**src/hw/rtl/tilt_angle_kalman_filter_defines.svh**
```systemverilog
// Assertion macros for the tilt angle filter.
`ifndef TILT_ANGLE_KALMAN_FILTER_DEFINES_SVH
`define TILT_ANGLE_KALMAN_FILTER_DEFINES_SVH
`ifndef SYNTH
`define TAKF_ASSERT_IMPL(label, a, c) \
    label: assert property (@(posedge clk) disable iff (!rst_n) (a) |-> (c)) \
        else $error("takf check failed");
`define TAKF_ASSERT_NEXT(label, a, c) \
    label: assert property (@(posedge clk) disable iff (!rst_n) (a) |=> (c)) \
        else $error("takf check failed");
`else
`define TAKF_ASSERT_IMPL(label, a, c)
`define TAKF_ASSERT_NEXT(label, a, c)
`endif
`endif

```
**src/hw/rtl/takf_pkg.sv**
```systemverilog
package takf_pkg;

    localparam int NUM_AXES = 2;
    localparam int REG_W = 31;
    localparam int CFG_IDX_W = 2;

    localparam logic [CFG_IDX_W-1:0] CFG_QA = 2'd0;
    localparam logic [CFG_IDX_W-1:0] CFG_QB = 2'd1;
    localparam logic [CFG_IDX_W-1:0] CFG_R  = 2'd2;
    localparam logic [CFG_IDX_W-1:0] CFG_DT = 2'd3;

    localparam logic [REG_W-1:0] QA_RESET = 31'd1073742;
    localparam logic [REG_W-1:0] QB_RESET = 31'd3221225;
    localparam logic [REG_W-1:0] R_RESET  = 31'd536870912;
    localparam logic [REG_W-1:0] DT_RESET = 31'd2147484;

    localparam logic signed [31:0] Q30_ONE = 32'sd1073741824;

    // Saturate a 34-bit signed sum to 32 bits.
    function automatic logic signed [31:0] sat34(input logic signed [33:0] v);
        logic signed [31:0] r;
        if (v > 34'sd2147483647)
            r = 32'sh7FFFFFFF;
        else if (v < -34'sd2147483648)
            r = 32'sh80000000;
        else
            r = v[31:0];
        return r;
    endfunction

    // Saturate a 64-bit signed value to 32 bits.
    function automatic logic signed [31:0] sat64(input logic signed [63:0] v);
        logic signed [31:0] r;
        if (v > 64'sd2147483647)
            r = 32'sh7FFFFFFF;
        else if (v < -64'sd2147483648)
            r = 32'sh80000000;
        else
            r = v[31:0];
        return r;
    endfunction

endpackage

```
**src/hw/rtl/takf_div.sv**
```systemverilog
// Restoring divider: 62-bit magnitude numerator over 32-bit positive
// divisor, one quotient bit per cycle, result saturated to signed 32 bits.
module takf_div (
    input  logic               clk,
    input  logic               rst_n,
    input  logic               start,
    input  logic signed [31:0] num,
    input  logic [31:0]        den,
    output logic               done,
    output logic signed [31:0] quo
);

    logic [5:0]  cnt_reg, cnt_next;
    logic        busy_reg, busy_next;
    logic        neg_reg, neg_next;
    logic [61:0] n_reg, n_next;
    logic [32:0] rem_reg, rem_next;
    logic [31:0] den_reg, den_next;
    logic [61:0] q_reg, q_next;
    logic        done_reg, done_next;
    logic [32:0] trial;
    logic [31:0] mag;
    logic signed [63:0] sq;

    always_comb
    begin
        busy_next = busy_reg;
        cnt_next  = cnt_reg;
        neg_next  = neg_reg;
        n_next    = n_reg;
        rem_next  = rem_reg;
        den_next  = den_reg;
        q_next    = q_reg;
        done_next = 1'b0;
        mag       = num[31] ? 32'(-num) : 32'(num);
        trial     = {rem_reg[31:0], n_reg[61]};
        if (start)
        begin
            busy_next = 1'b1;
            cnt_next  = 6'd0;
            neg_next  = num[31];
            n_next    = {mag, 30'd0};
            rem_next  = '0;
            den_next  = den;
            q_next    = '0;
        end
        else if (busy_reg)
        begin
            n_next = {n_reg[60:0], 1'b0};
            if (trial >= {1'b0, den_reg})
            begin
                rem_next = trial - {1'b0, den_reg};
                q_next   = {q_reg[60:0], 1'b1};
            end
            else
            begin
                rem_next = trial;
                q_next   = {q_reg[60:0], 1'b0};
            end
            cnt_next = cnt_reg + 6'd1;
            if (cnt_reg == 6'd61)
            begin
                busy_next = 1'b0;
                done_next = 1'b1;
            end
        end
    end

    always_ff @(posedge clk or negedge rst_n)
    begin
        if (!rst_n)
        begin
            busy_reg <= 1'b0;
            done_reg <= 1'b0;
            cnt_reg  <= '0;
        end
        else
        begin
            busy_reg <= busy_next;
            done_reg <= done_next;
            cnt_reg  <= cnt_next;
        end
    end

    always_ff @(posedge clk)
    begin
        neg_reg <= neg_next;
        n_reg   <= n_next;
        rem_reg <= rem_next;
        den_reg <= den_next;
        q_reg   <= q_next;
    end

    assign sq   = neg_reg ? -$signed({2'b00, q_reg}) : $signed({2'b00, q_reg});
    assign done = done_reg;
    assign quo  = takf_pkg::sat64(sq);

endmodule

```
**config.mk**
```make
export PLATFORM = sky130hd
export DESIGN_NAME = takf_div
export DESIGN_NICKNAME = d
export VERILOG_FILES = /design/src/hw/rtl/tilt_angle_kalman_filter_defines.svh /design/src/hw/rtl/takf_pkg.sv /design/src/hw/rtl/takf_div.sv
export SDC_FILE = /design/constraint.sdc
export NUM_CORES = 1
export LEC_CHECK = 0
export ABC_AREA = 1
export ABC_CLOCK_PERIOD_IN_PS = 2700
export BUFFER_PORTS_ARGS = -buffer_cell sky130_fd_sc_hd__buf_2
export CORE_MARGIN = 1
export CORE_UTILIZATION = 39
export DETAILED_ROUTE_END_ITERATION = 10
export GPL_ROUTABILITY_DRIVEN = 0
export PLACE_DENSITY_LB_ADDON = 0.3
export SYNTH_ARGS = -nofsm -noshare
export SYNTH_HDL_FRONTEND = slang
export SYNTH_SLANG_ARGS = --single-unit
export TNS_END_PERCENT = 50
```
**constraint.sdc**
```tcl
create_clock -name clk -period 2.7 [get_ports clk]
set_input_delay 0.405 -clock clk [delete_from_list [all_inputs] [get_ports clk]]
set_output_delay 0.405 -clock clk [all_outputs]
set_load 0.005 [all_outputs]
```
# After elaboration in Yosys (flattened, before gate mapping)
# Cells that the tools add are included.
# W data, S select, Z words.
[word_totals]
register_bits = 167
in_bits = 67
out_inout_bits = 33
elab_cells = 33
[classes]
n_addsub = 4
magnitude_cmp = 3
eq_ne = 1
n_mux = 16
n_reduce_logical = 1
[ops]
columns = ["op", "n"]
rows = [
  ["$mux W32", 4],
  ["$mux W62", 2],
  ["$gt A64 B32 Y1 const B", 1],
  ["$lt A64 B32 Y1 const B", 1],
  ["$mux W64", 1],
  ["$neg A62 Y64", 1],
  ["$ge A33 B32 Y1", 1],
  ["$neg A32 Y32", 1],
  ["$sub A32 B32 Y32", 1],
  ["$mux W6", 2],
  ["$mux W1", 7],
  ["$add A6 B1 Y6 const B", 1],
  ["$eq A6 B6 Y1 const B", 1],
  ["$reduce_bool A2 Y1", 1],
]

# Depth between registers and ports, before layout
[logic_depth]
ltp_word = 5
mapped_depth = 20
ltp_nobuf = 19

# Least setup slack after synthesis
# Ideal clock, no wire load.
[synth_timing]
path_kind = "flip-flop to output port"
startpoint = "reg q_reg[0]"
endpoint = "out quo[10]"
arrival_time_ns = 2.015
required_time_ns = 2.295
slack_ns = 0.280
stages_incl_launch_ff = 19
n_path_buf = 1
cell_sequence = "dfxtp_1 inv_1 ha_1 nand2_2 nor2_4 nand3_2 nor2_2 nand2_2 nand2_2 nand2_2 nand2_1 nand2_1 nor2_1 nand3_1 nor2_1 nand3_2 nand2_4 buf_6 nand2_1"
[synth_via]
elab_chain_len = 5
word_cells_on_any_way = 6
classes_between = "1 x add/sub; 2 x order compare; 3 x mux"
[synth_rtl]
columns = ["item", "line", "text"]
rows = [
  ["from (decl)", "takf_div.sv:19", "logic [61:0] q_reg, q_next;"],
  ["from (signal assigned)", "takf_div.sv:91", "q_reg <= q_next;"],
  ["$neg A62 Y64", "takf_div.sv:94", "assign sq = neg_reg ? -$signed({2'b00, q_reg}) : $signed({2'b00, q_reg});"],
  ["$mux W64 (*)", "takf_div.sv:94", ""],
  ["$lt A64 B32 Y1", "takf_pkg.sv:36", "else if (v < -64'sd2147483648)"],
  ["$mux W32", "takf_pkg.sv:36", ""],
  ["$mux W32 (*)", "takf_pkg.sv:34", "if (v > 64'sd2147483647)"],
  ["to (decl)", "takf_div.sv:10", "output logic signed [31:0] quo"],
]
# Every way passes the cells marked *; elsewhere a longest branch is shown, timed or not.

# Worst setup path after layout
[layout_timing]
startpoint = "reg q_reg[29]"
endpoint = "out quo[22]"
# Same word-level chain as after synthesis.

==> qor.txt <==
Routed Antenna Nets = 0
detailed-route DRC error count = 0
dpl ws = -173 ps
relative slew slack = 54.8%
Worst Clk Skew = 10.3 ps
fin crit period = 3280 ps
most frequent cells in the layout = nand2_1, inv_1, nor2_1, buf_4, nand3_1
root buffer cell = clkbuf_16
WL met1 = 14600 microns
FILL cells = 2791
Required @ worst endpoint = 2300 ps
Final Hold Slack = 133 ps
CP endpoint kind = output pin
share of layout cells above drive strength 1 = 23.8%
placeable core area = 28800 sq um
Max Cap Violations = 0
multi-input logic area = 6860 sq um
Pleak = 7.08 nW
PortBufs = 99
mean area per synthesized cell = 6.84 sq um
worst hold path startpoint = den[16]
Mapped Nets = 1774
Synth Register Bits = 167
first-pass GRT wire length = 52400 microns
DR WL/cell = 14.4 microns
Area growth, synth to finish = 25.7%
DR vias = 11600
Synth Area in XOR/XNOR = 5.83%
Cell Area, Synth = 11400 sq um
Least-Margin Pin Slew = 672 ps
row count = 62
vias per cell = 5.11
Met2 Wirelength = 15200 microns
initial DRC count = 896
fraction of the cycle the final worst path needs = 121%
number of flops mapped to enable cells by yosys = 65
drt pass-1 iters = 6
Seq. cell area = 4050 sq um
Final Hold Vio Count = 0
final wirelength = 32500 microns
Synth Warn # = 0
start of the worst register-to-register path = n_reg[61]$_DFFE_PP_
adder-cell area share of the yosys netlist = 4.12%
status = complete, but fails checks
post-synthesis compound-gate area fraction = 11.6%
clk slew on worst S/H paths = 80 ps
gate count of the mapped netlist = 1670
vias in the first global route = 10700
setup ws final = -578 ps
register area share after synthesis = 35.3%
TritonCTS clock tree = done
Max Used Layer = met4
final setup fails = 31
CP Launch Type = register
CTS Sinks = 167
peak supply drop = 0.405 mV
critical path class = reg -> out
Most used DFF post-synth = dfxtp_1
RSZ-0062 raised after global routing = true
Detail Placement HPWL = 24000 microns
Final Slew Violations = 0
proportion of synthesized area in mux cells = 0%
Boundary Pins = 100
critical path peak fanout = 13
Skew-Pair Late Insertion Delay = 440 ps
post-synthesis simple-gate area fraction = 34.4%
Die W = 173 microns
length of routed met3 wiring = 1870 microns
max reg flops = 62
f_max = 305 MHz
Yosys cell types = 49
worst path arrival time = 2870 ps
H-tree levels = 4
Die H = 173 microns
final core utilization = 49.9%
fin nets = 1968
largest family of logic cells by synthesized area = simple AND/OR/NAND/NOR gates
FFs w/ async S/R, synth = 4.79%
die area = 30000 sq um
initial core utilization = 39.7%
Inst Count DP = 2211
number of antenna violations at the first check in global routing = 0
Hold Path Class = in -> reg
Overflow after GRT = 0
ant diodes = 0
commonest non-fill, non-tap cell in the layout = nand2_1
final std cells w/o fill = 2261
largest net degree at the start of global routing = 63
Power Dens Cells = 751 nW/um^2
Critical path origin = q_reg[29]$_SDFFE_PP0P_
violated checks = setup timing
GRT Total Usage = 21.4%
maximum buffer depth of the clock tree = 2
power consumption = 0.0108 W
CTS Buf Count = 17
-- cells in the mapped netlist (7+ instances only) --
library cell,instances,area [sq um]
or2_2,8,50.1
xnor2_1,12,105
nand2_1,470,1760
nor2_1,198,743
o22ai_1,62,388
o211ai_1,9,67.6
clkbuf_1,34,128
a21oi_1,56,280
nand3_1,122,611
inv_1,188,706
a31oi_1,7,43.8
dfxtp_1,94,1880
nand2_2,11,68.8
xor2_1,64,561
nand3b_1,7,52.6
nor3_1,16,80.1
nor2_2,14,87.6
buf_2,7,35.0
edfxtp_1,65,1950
buf_6,7,78.8
ha_1,36,450
nand4_1,34,213
dfrtp_1,8,200
o21ai_0,77,385
-- worst max-delay path, cell delays in order, from the launching register on --
cell and delay (ps):
dfxtp_1 360, nor2_1 140, nand2_1 120, nor2_2 150, buf_4 140, nand2_1 80, nor2_2 170, nand2_1 70
nand2_1 60, nand2_1 40, nand2_1 50, nand2_1 90, nor2_1 120, nand2_1 90, nor2_2 120, nand3_2 100
nand2_4 140, clkbuf_16 170, nand2_1 60, nand2_1 70, buf_2 110
-- power breakdown --
group          internal (W)  switching [W]
Sequential          0.00293       0.000191
Clock               0.00134        0.00124
Combinational       0.00206        0.00301
Total               0.00633        0.00445
-- routing by layer --
layer	up-vias	GRT usage [%]
met5	-	0
met4	0	7.34
met3	52	2.13
met2	371	35.9
met1	5264	28.7
li1	5869	-
-- cell families after synthesis --
logic type                 after synthesis
AOI/OAI and AO/OA                      233
xor gates and xnor gates                76
adders and majority gates               37
buffers and inverters                  249
DFF                                    167
and+or+nand+nor                        908
-- layout make-up --
type / count / area share (%)
clock buffers: 17 / 2.96
clock inverters: 15 / 1.28
inverters: 195 / 5.12
multi-input cells: 1254 / 47.8
flip-flops and latches: 167 / 28.2
well taps: 384 / 3.35
repair buffers: 229 / 11.3
-- worst paths after layout --
check / endpoint / slack (ps) / cells after the start
setup reg to reg: rem_reg[30]$_SDFFE_PP0P_ / 210 / 15
min in group asynchronous: cnt_reg[5]$_DFFE_PN0P_ / 370 / 2
hold / removal: den_reg[16]$_DFFE_PP_ / 130 / 1
setup / recovery: quo[22] / -580 / 20
hold reg to reg: rem_reg[1]$_SDFFE_PP0P_ / 480 / 2
max in group asynchronous: cnt_reg[0]$_DFFE_PN0P_ / 2160 / 2
-- stage by stage --
stage	setup TNS [ps]	cell area [sq um]
floorplan	0	11400
global placement	-3440	13000
detailed placement	-4740	13000
CTS	-15370	13700
global route	-22010	14400
finish	-16990	14400
-- repair_timing --
item	in CTS	in global routing
cloned	0	4
buffers inserted	1	12
hold buffers	1	0
pin swaps	5	33
endpoints found under the hold margin	8	0
setup endpoints to repair	31	59
resized for setup	23	147
(Power assumes the default switching activity.)
